--- src/rtl/mexp_pkg.sv ---
package mexp_pkg;

    localparam int OPERAND_BITS  = 32;
    localparam int EXPONENT_BITS = 32;
    localparam int RESULT_BITS   = 32;
    localparam int DIV_CNT_BITS  = $clog2(OPERAND_BITS);

    typedef struct packed {
        logic [OPERAND_BITS-1:0]  base_value;
        logic [EXPONENT_BITS-1:0] exponent;
        logic [OPERAND_BITS-1:0]  modulus;
    } mexp_in_t;

    typedef struct packed {
        logic [RESULT_BITS-1:0] result;
        logic                   error;
    } mexp_out_t;

endpackage

--- src/rtl/mexp_mulmod.sv ---
// Iterative (a * b) mod m by shift-and-add, one multiplier bit per cycle.
// Expects a, b < m. done pulses one cycle; product is held until next start.
module mexp_mulmod
    import mexp_pkg::*;
(
    input  logic                    clk,
    input  logic                    rst_n,
    input  logic                    start,
    input  logic [OPERAND_BITS-1:0] a,
    input  logic [OPERAND_BITS-1:0] b,
    input  logic [OPERAND_BITS-1:0] m,
    output logic                    done,
    output logic [OPERAND_BITS-1:0] product
);

    logic                    busy_reg;
    logic                    done_reg;
    logic [OPERAND_BITS-1:0] a_reg;
    logic [OPERAND_BITS-1:0] b_reg;
    logic [OPERAND_BITS-1:0] acc_reg;
    logic [OPERAND_BITS-1:0] m_reg;

    logic [OPERAND_BITS-1:0] acc_sum;
    logic [OPERAND_BITS-1:0] a_dbl;

    // (x + y) mod m without overflow, for x, y < m
    function automatic logic [OPERAND_BITS-1:0] add_mod(
        input logic [OPERAND_BITS-1:0] x,
        input logic [OPERAND_BITS-1:0] y,
        input logic [OPERAND_BITS-1:0] md
    );
        logic [OPERAND_BITS-1:0] gap;
        begin
            gap = md - y;
            if (x >= gap)
            begin
                add_mod = x - gap;
            end
            else
            begin
                add_mod = x + y;
            end
        end
    endfunction

    assign acc_sum = add_mod(acc_reg, a_reg, m_reg);
    assign a_dbl   = add_mod(a_reg, a_reg, m_reg);

    always_ff @(posedge clk or negedge rst_n)
    begin
        if (!rst_n)
        begin
            busy_reg <= 1'b0;
            done_reg <= 1'b0;
        end
        else
        begin
            done_reg <= 1'b0;
            if (start)
            begin
                busy_reg <= 1'b1;
            end
            else if (busy_reg && (b_reg == '0))
            begin
                busy_reg <= 1'b0;
                done_reg <= 1'b1;
            end
        end
    end

    always_ff @(posedge clk)
    begin
        if (start)
        begin
            a_reg   <= a;
            b_reg   <= b;
            m_reg   <= m;
            acc_reg <= '0;
        end
        else if (busy_reg && (b_reg != '0))
        begin
            if (b_reg[0])
            begin
                acc_reg <= acc_sum;
            end
            a_reg <= a_dbl;
            b_reg <= b_reg >> 1;
        end
    end

    assign done    = done_reg;
    assign product = acc_reg;

endmodule

--- src/rtl/modular_exponentiation_top.sv ---
// Sequence: reduction of the base modulo the modulus, then per exponent bit up to the
// highest set one: a check, a squaring and, for a set bit, an accumulator multiply,
// each run by the shared modular multiplier over the bits of its second operand.
// Throughput: one transaction at a time; the shared modular multiplier sets the rate.
// A zero modulus jumps to ST_FINISH with error set. Reset clears state_reg and out_valid.
module modular_exponentiation_top
    import mexp_pkg::*;
(
    input  logic      clk,
    input  logic      rst_n,
    input  logic      in_valid,
    output logic      in_ready,
    input  mexp_in_t  in_data,
    output logic      out_valid,
    input  logic      out_ready,
    output mexp_out_t out_data
);

    // Sequencer states
    localparam logic [2:0] ST_IDLE   = 3'd0;
    localparam logic [2:0] ST_REDUCE = 3'd1;  // base % modulus, restoring, 1 bit/cycle
    localparam logic [2:0] ST_CHECK  = 3'd2;  // test exponent, launch next multiply or finish
    localparam logic [2:0] ST_MULA   = 3'd3;  // acc = acc * base mod m
    localparam logic [2:0] ST_SQR    = 3'd4;  // base = base * base mod m
    localparam logic [2:0] ST_FINISH = 3'd5;  // hand result to output register

    logic [2:0]               state_reg,     state_next;
    logic [OPERAND_BITS-1:0]  base_reg,      base_next;
    logic [EXPONENT_BITS-1:0] exp_reg,       exp_next;
    logic [OPERAND_BITS-1:0]  mod_reg,       mod_next;
    logic [OPERAND_BITS-1:0]  acc_reg,       acc_next;
    logic [OPERAND_BITS-1:0]  rem_reg,       rem_next;
    logic [DIV_CNT_BITS-1:0]  cnt_reg,       cnt_next;
    logic                     err_reg,       err_next;
    logic                     out_valid_reg, out_valid_next;
    mexp_out_t                out_data_reg,  out_data_next;

    // Division step
    logic [OPERAND_BITS:0]    div_shift;
    logic [OPERAND_BITS-1:0]  div_rem;

    // Shared multiplier hookup
    logic                     mul_start;
    logic [OPERAND_BITS-1:0]  mul_a;
    logic                     mul_done;
    logic [OPERAND_BITS-1:0]  mul_product;

    mexp_mulmod u_mulmod (
        .clk     (clk),
        .rst_n   (rst_n),
        .start   (mul_start),
        .a       (mul_a),
        .b       (base_reg),
        .m       (mod_reg),
        .done    (mul_done),
        .product (mul_product)
    );

    // Shift the next dividend bit into the partial remainder, subtract if it fits.
    assign div_shift = {rem_reg, base_reg[OPERAND_BITS-1]};
    always_comb
    begin
        if (div_shift >= {1'b0, mod_reg})
        begin
            div_rem = OPERAND_BITS'(div_shift - {1'b0, mod_reg});
        end
        else
        begin
            div_rem = OPERAND_BITS'(div_shift);
        end
    end

    assign in_ready  = (state_reg == ST_IDLE);
    assign out_valid = out_valid_reg;
    assign out_data  = out_data_reg;

    always_comb
    begin
        state_next     = state_reg;
        base_next      = base_reg;
        exp_next       = exp_reg;
        mod_next       = mod_reg;
        acc_next       = acc_reg;
        rem_next       = rem_reg;
        cnt_next       = cnt_reg;
        err_next       = err_reg;
        out_valid_next = out_valid_reg;
        out_data_next  = out_data_reg;
        mul_start      = 1'b0;
        mul_a          = base_reg;

        if (out_valid_reg && out_ready)
        begin
            out_valid_next = 1'b0;
        end

        case (state_reg)
            ST_IDLE:
            begin
                if (in_valid)
                begin
                    base_next = in_data.base_value;
                    exp_next  = in_data.exponent;
                    mod_next  = in_data.modulus;
                    acc_next  = OPERAND_BITS'(1);
                    rem_next  = '0;
                    cnt_next  = DIV_CNT_BITS'(OPERAND_BITS - 1);
                    err_next  = (in_data.modulus == '0);
                    state_next = (in_data.modulus == '0) ? ST_FINISH : ST_REDUCE;
                end
            end

            ST_REDUCE:
            begin
                base_next = base_reg << 1;
                rem_next  = div_rem;
                cnt_next  = cnt_reg - 1'b1;
                if (cnt_reg == '0)
                begin
                    // base now holds the reduced base
                    base_next  = div_rem;
                    state_next = ST_CHECK;
                end
            end

            ST_CHECK:
            begin
                if (exp_reg == '0)
                begin
                    state_next = ST_FINISH;
                end
                else if (exp_reg[0])
                begin
                    mul_a      = acc_reg;
                    mul_start  = 1'b1;
                    state_next = ST_MULA;
                end
                else
                begin
                    mul_start  = 1'b1;
                    state_next = ST_SQR;
                end
            end

            ST_MULA:
            begin
                if (mul_done)
                begin
                    acc_next   = mul_product;
                    mul_start  = 1'b1;
                    state_next = ST_SQR;
                end
            end

            ST_SQR:
            begin
                if (mul_done)
                begin
                    base_next  = mul_product;
                    exp_next   = exp_reg >> 1;
                    state_next = ST_CHECK;
                end
            end

            ST_FINISH:
            begin
                // wait for the output register to free up
                if (!out_valid_reg || out_ready)
                begin
                    out_data_next.result = err_reg ? '0 : RESULT_BITS'(acc_reg);
                    out_data_next.error  = err_reg;
                    out_valid_next       = 1'b1;
                    state_next           = ST_IDLE;
                end
            end

            default:
            begin
                state_next = ST_IDLE;
            end
        endcase
    end

    always_ff @(posedge clk or negedge rst_n)
    begin
        if (!rst_n)
        begin
            state_reg     <= ST_IDLE;
            out_valid_reg <= 1'b0;
        end
        else
        begin
            state_reg     <= state_next;
            out_valid_reg <= out_valid_next;
        end
    end

    always_ff @(posedge clk)
    begin
        base_reg     <= base_next;
        exp_reg      <= exp_next;
        mod_reg      <= mod_next;
        acc_reg      <= acc_next;
        rem_reg      <= rem_next;
        cnt_reg      <= cnt_next;
        err_reg      <= err_next;
        out_data_reg <= out_data_next;
    end

endmodule
--- config.mk ---
export PLATFORM = sky130hd
export DESIGN_NAME = modular_exponentiation_top
export DESIGN_NICKNAME = d
export VERILOG_FILES = /design/src/rtl/mexp_pkg.sv /design/src/rtl/mexp_mulmod.sv /design/src/rtl/modular_exponentiation_top.sv
export SDC_FILE = /design/constraint.sdc
export NUM_CORES = 1
export LEC_CHECK = 0
export ABC_AREA = 1
export ABC_CLOCK_PERIOD_IN_PS = 5000
export BUFFER_PORTS_ARGS = -buffer_cell sky130_fd_sc_hd__buf_2
export CAP_MARGIN = 0
export CORE_UTILIZATION = 40
export DETAILED_ROUTE_END_ITERATION = 8
export GPL_ROUTABILITY_DRIVEN = 0
export PLACE_DENSITY = 0.63
export SKIP_CTS_REPAIR_TIMING = 1
export SLEW_MARGIN = 25
export SYNTH_ARGS = -nofsm -noshare
export SYNTH_HDL_FRONTEND = slang
export SYNTH_HIERARCHICAL = 1
export SYNTH_SLANG_ARGS = --single-unit
--- constraint.sdc ---
create_clock -name clk -period 5 [get_ports clk]
set_clock_uncertainty 0.2 [all_clocks]
set_input_delay 0 -clock clk [delete_from_list [all_inputs] [get_ports clk]]
set_output_delay 0 -clock clk [all_outputs]
set_load 0.01 [all_outputs]
==> metrics.md <==
| Metric | Value |
|---|---|
| Vias/cell | 5.17 |
| Relative slew slack | 0.339 |
| CP Launch Type | register |
| Layout Area Growth over Synthesis | 20.2% |
| GRT Total Usage | 0.238 |
| Setup_tns | 0 ps |
| Area after DPL | 26600 sq um |
| Flop2flop setup slack | 140 ps |
| Worst setup EP type | register |
| CTS Sinks | 333 |
| Worst r2r path cells | 29 |
| Post-route core utilization | 0.486 |
| Syn Nets | 3621 |
| Setup violators final | 0 |
| Syn Area/Cell | 7.41 sq um |
| Met2 Routed Length | roughly 36 mm |
| Synth top area cells | edfxtp_1 (36%), nand2_1 (15%), inv_1 (8.5%) |
| Final instance area | 29900 sq um |
| Largest net degree at the start of global routing | 148 |
| Max-cap violations | 0 |
| Yosys warning total | 6 |
| Layout fillers | 6069 |
| Crit-path slowest cell | edfxtp_1 |
| Worst Tran Pin Value | 991 ps |
| Clk slew on worst S/H paths | 60 ps |
| First-pass GRT wire length | 118 mm |
| CTS HTree Levels | 2 |
| Clock buffer depth | 3 |
| CP required | 5120 ps |
| Worst path arrival time | roughly 5000 ps |
| CP max FO | 11 |
| Leading area contributor after synthesis | edfxtp_1 |
| Io pins | 135 |
| Post-Synthesis Cells | 3360 |
| Antenna-violating nets left | 0 |
| Die Width | 251 microns |
| CP peak stage delay | 420 ps |
| Reg2reg end | u_mulmod/a_reg[22] |
| First DRT Iteration DRCs | 2301 |
| Remaining DRCs | 0 |
| Setup CP Type | reg2reg |
| Port bufs | 134 |
| Slew Limit Fails | 0 |
| DIE AREA | roughly 63000 sq um |
| Max reg flops | 33 |
| Initial core utilization | 0.404 |
| Nets | around 3900 |
| Fraction of layout cells with a size suffix above 1 | 0.110 |
| Reg2Reg Launch Point | u_mulmod/a_reg[3] |
| Min-Delay Startpoint | in_data[42] |
| Final setup margin | ~140 ps |
| CTS buffer count | 41 |
| Critical path's most frequent cell | nand2_1 |
| Pre-CTS setup slack | -28.2 ps |
| Met3 wire len | 5.24 mm |
| Aggregate global routing overflow | 0 |
| CTS tree | done |
| Antenna violations before repair | 0 |
| Drt pass-1 iters | 5 |
| Register area share after synthesis | 0.388 |
| Final min period | 4860 ps |
| Final worst-path cycle share | 0.973 |
| Vias in the first global route | 21316 |
| DR vias | 23398 |
| Seq cells post-synth | 333 |
| Row Count | 91 |
| Root buf cell | clkbuf_16 |
| F_max | 0.206 GHz |
| Final wirelength | 79.4 mm |
| Hold depth | 4 |
| Hold EP | exp_reg[10] |
| Status | finished, final reports clean |
| Top Metal Used | met4 |
| Die Ht | 251 microns |
| Synth unique cells | 58 |
| Core Area | 61600 sq um |
| HP Class | in2reg |
| M1 WL | 35.5 mm |
| Clock Latency Late Sink | 600 ps |
| Yosys top cell area share | 0.356 |
| Routed len/inst | between 15 and 20 microns |
| Synthesized area | 24900 sq um |
| Post-detail-place hpwl | 59.2 mm |
| Final hold vios | 0 |
==> cell usage after synthesis, drive strengths merged <==
cell and n:
a2111oi 4, a211oi 2, a21boi 4, a21o 13, a21oi 192, a221oi 2
a31o 1, a31oi 16, and2 3, and3 2, buf 39, clkbuf 48
clkinv 6, dfrtp 6, dfxtp 32, edfxtp 295, fa 5, ha 156
inv 570, nand2 1028, nand3 216, nand3b 22, nand4 78, nor2 241
nor3 23, nor4 21, o2111ai 1, o211ai 1, o21a 11, o21ai 184
o21bai 7, o221a 1, o221ai 2, o22ai 1, o311ai 2, o31ai 3
o41ai 1, or2 6, xnor2 55, xor2 60
==> layout make-up <==
| type | instances | area, sq um | area share |
|---|---|---|---|
| repair buffers | 335 | 2650 | 0.0885 |
| clock buffers | 53 | 1170 | 0.0390 |
| multi-input cells | 2364 | 13000 | 0.434 |
| clock inverters | 23 | 275 | 0.00920 |
| flip-flops and latches | 333 | 9650 | 0.322 |
| well taps | 837 | 1050 | 0.0350 |
| inverters | 576 | 2160 | 0.0722 |
| diodes | 1 | 2.50 | 0.0000836 |
==> routing by layer <==
| layer | track usage | up-vias |
|---|---|---|
| met3 | 0.0268 | 150 |
| li1 | - | 11542 |
| met2 | 0.381 | 821 |
| met5 | 0 | - |
| met1 | 0.337 | 10885 |
| met4 | 0.0716 | 0 |
==> worst max-delay path by stage <==
stage | slack, ps | cells after the start | start | endpoint
2_1_floorplan | 350 | 24 | u_mulmod/a_reg[0] | u_mulmod/a_reg[18]
3_3_place_gp | -2 | 26 | u_mulmod/a_reg[11] | u_mulmod/a_reg[15]
3_5_place_dp | -30 | 26 | u_mulmod/a_reg[11] | u_mulmod/a_reg[15]
4_1_cts | -90 | 27 | u_mulmod/m_reg[15] | u_mulmod/a_reg[22]
5_1_grt | -80 | 24 | u_mulmod/m_reg[0] | u_mulmod/a_reg[31]
6_report | 140 | 29 | u_mulmod/a_reg[3] | u_mulmod/a_reg[22]
==> placed cells by master (no fill, tap or decap), types with 5 or more instances in the layout <==
| master | instances |
|---|---|
| buf_2 | 134 |
| inv_1 | 566 |
| clkinv_1 | 11 |
| o21a_1 | 11 |
| buf_4 | 57 |
| a21oi_2 | 11 |
| nor2_4 | 10 |
| a21o_1 | 13 |
| clkinvlp_4 | 5 |
| nor2_2 | 18 |
| nand2_1 | 994 |
| a21oi_1 | 181 |
| o21bai_1 | 7 |
| ha_1 | 148 |
| nor2_1 | 212 |
| nand3_2 | 27 |
| dlygate4sd3_1 | 133 |
| nand2_2 | 28 |
| clkbuf_16 | 47 |
| nand3_1 | 188 |
| or2_2 | 5 |
| dfrtp_1 | 6 |
| nand3b_1 | 22 |
| dfxtp_1 | 32 |
| clkbuf_1 | 7 |
| clkinv_2 | 6 |
| edfxtp_1 | 295 |
| a31oi_1 | 14 |
| xnor2_1 | 51 |
| nand4_1 | 76 |
| nor3_1 | 22 |
| o21ai_0 | 143 |
| nor4_1 | 20 |
| buf_12 | 6 |
| xor2_1 | 59 |
| o21ai_1 | 36 |
==> worst max-delay path, delay by kind of cell, from the launching register on <==
family	cells	cell delay, ps
and+or+nand+nor	19	2030
adders and majority gates	2	740
AOI/OAI and AO/OA	3	570
buffers and inverters	4	460
DFF	1	420
xor gates and xnor gates	1	200
==> kinds of logic (layout without fill, tap and decap cells) <==
kind of cell | after synthesis | count (layout) | share of synthesized area
and+or+nand+nor | 1640 | 1640 | 0.287
buffers and inverters | 663 | 987 | 0.105
AOI/OAI and AO/OA | 448 | 448 | 0.0977
DFF | 333 | 333 | 0.388
adders and majority gates | 161 | 161 | 0.0824
xor gates and xnor gates | 115 | 115 | 0.0405
other | 0 | 1 | 0
==> per-stage QoR <==
step | hold WS [ps] | instances
global route | 16.7 | 4521
detailed placement | -361 | 4287
floorplan | -496 | 3360
CTS | -1000 | 4363
global placement | -361 | 4287
finish | 8.44 | 4522
Power is left out: the tool's default activity adds up to more than one toggle a clock period on the data nets, which glitch-free logic cannot reach.
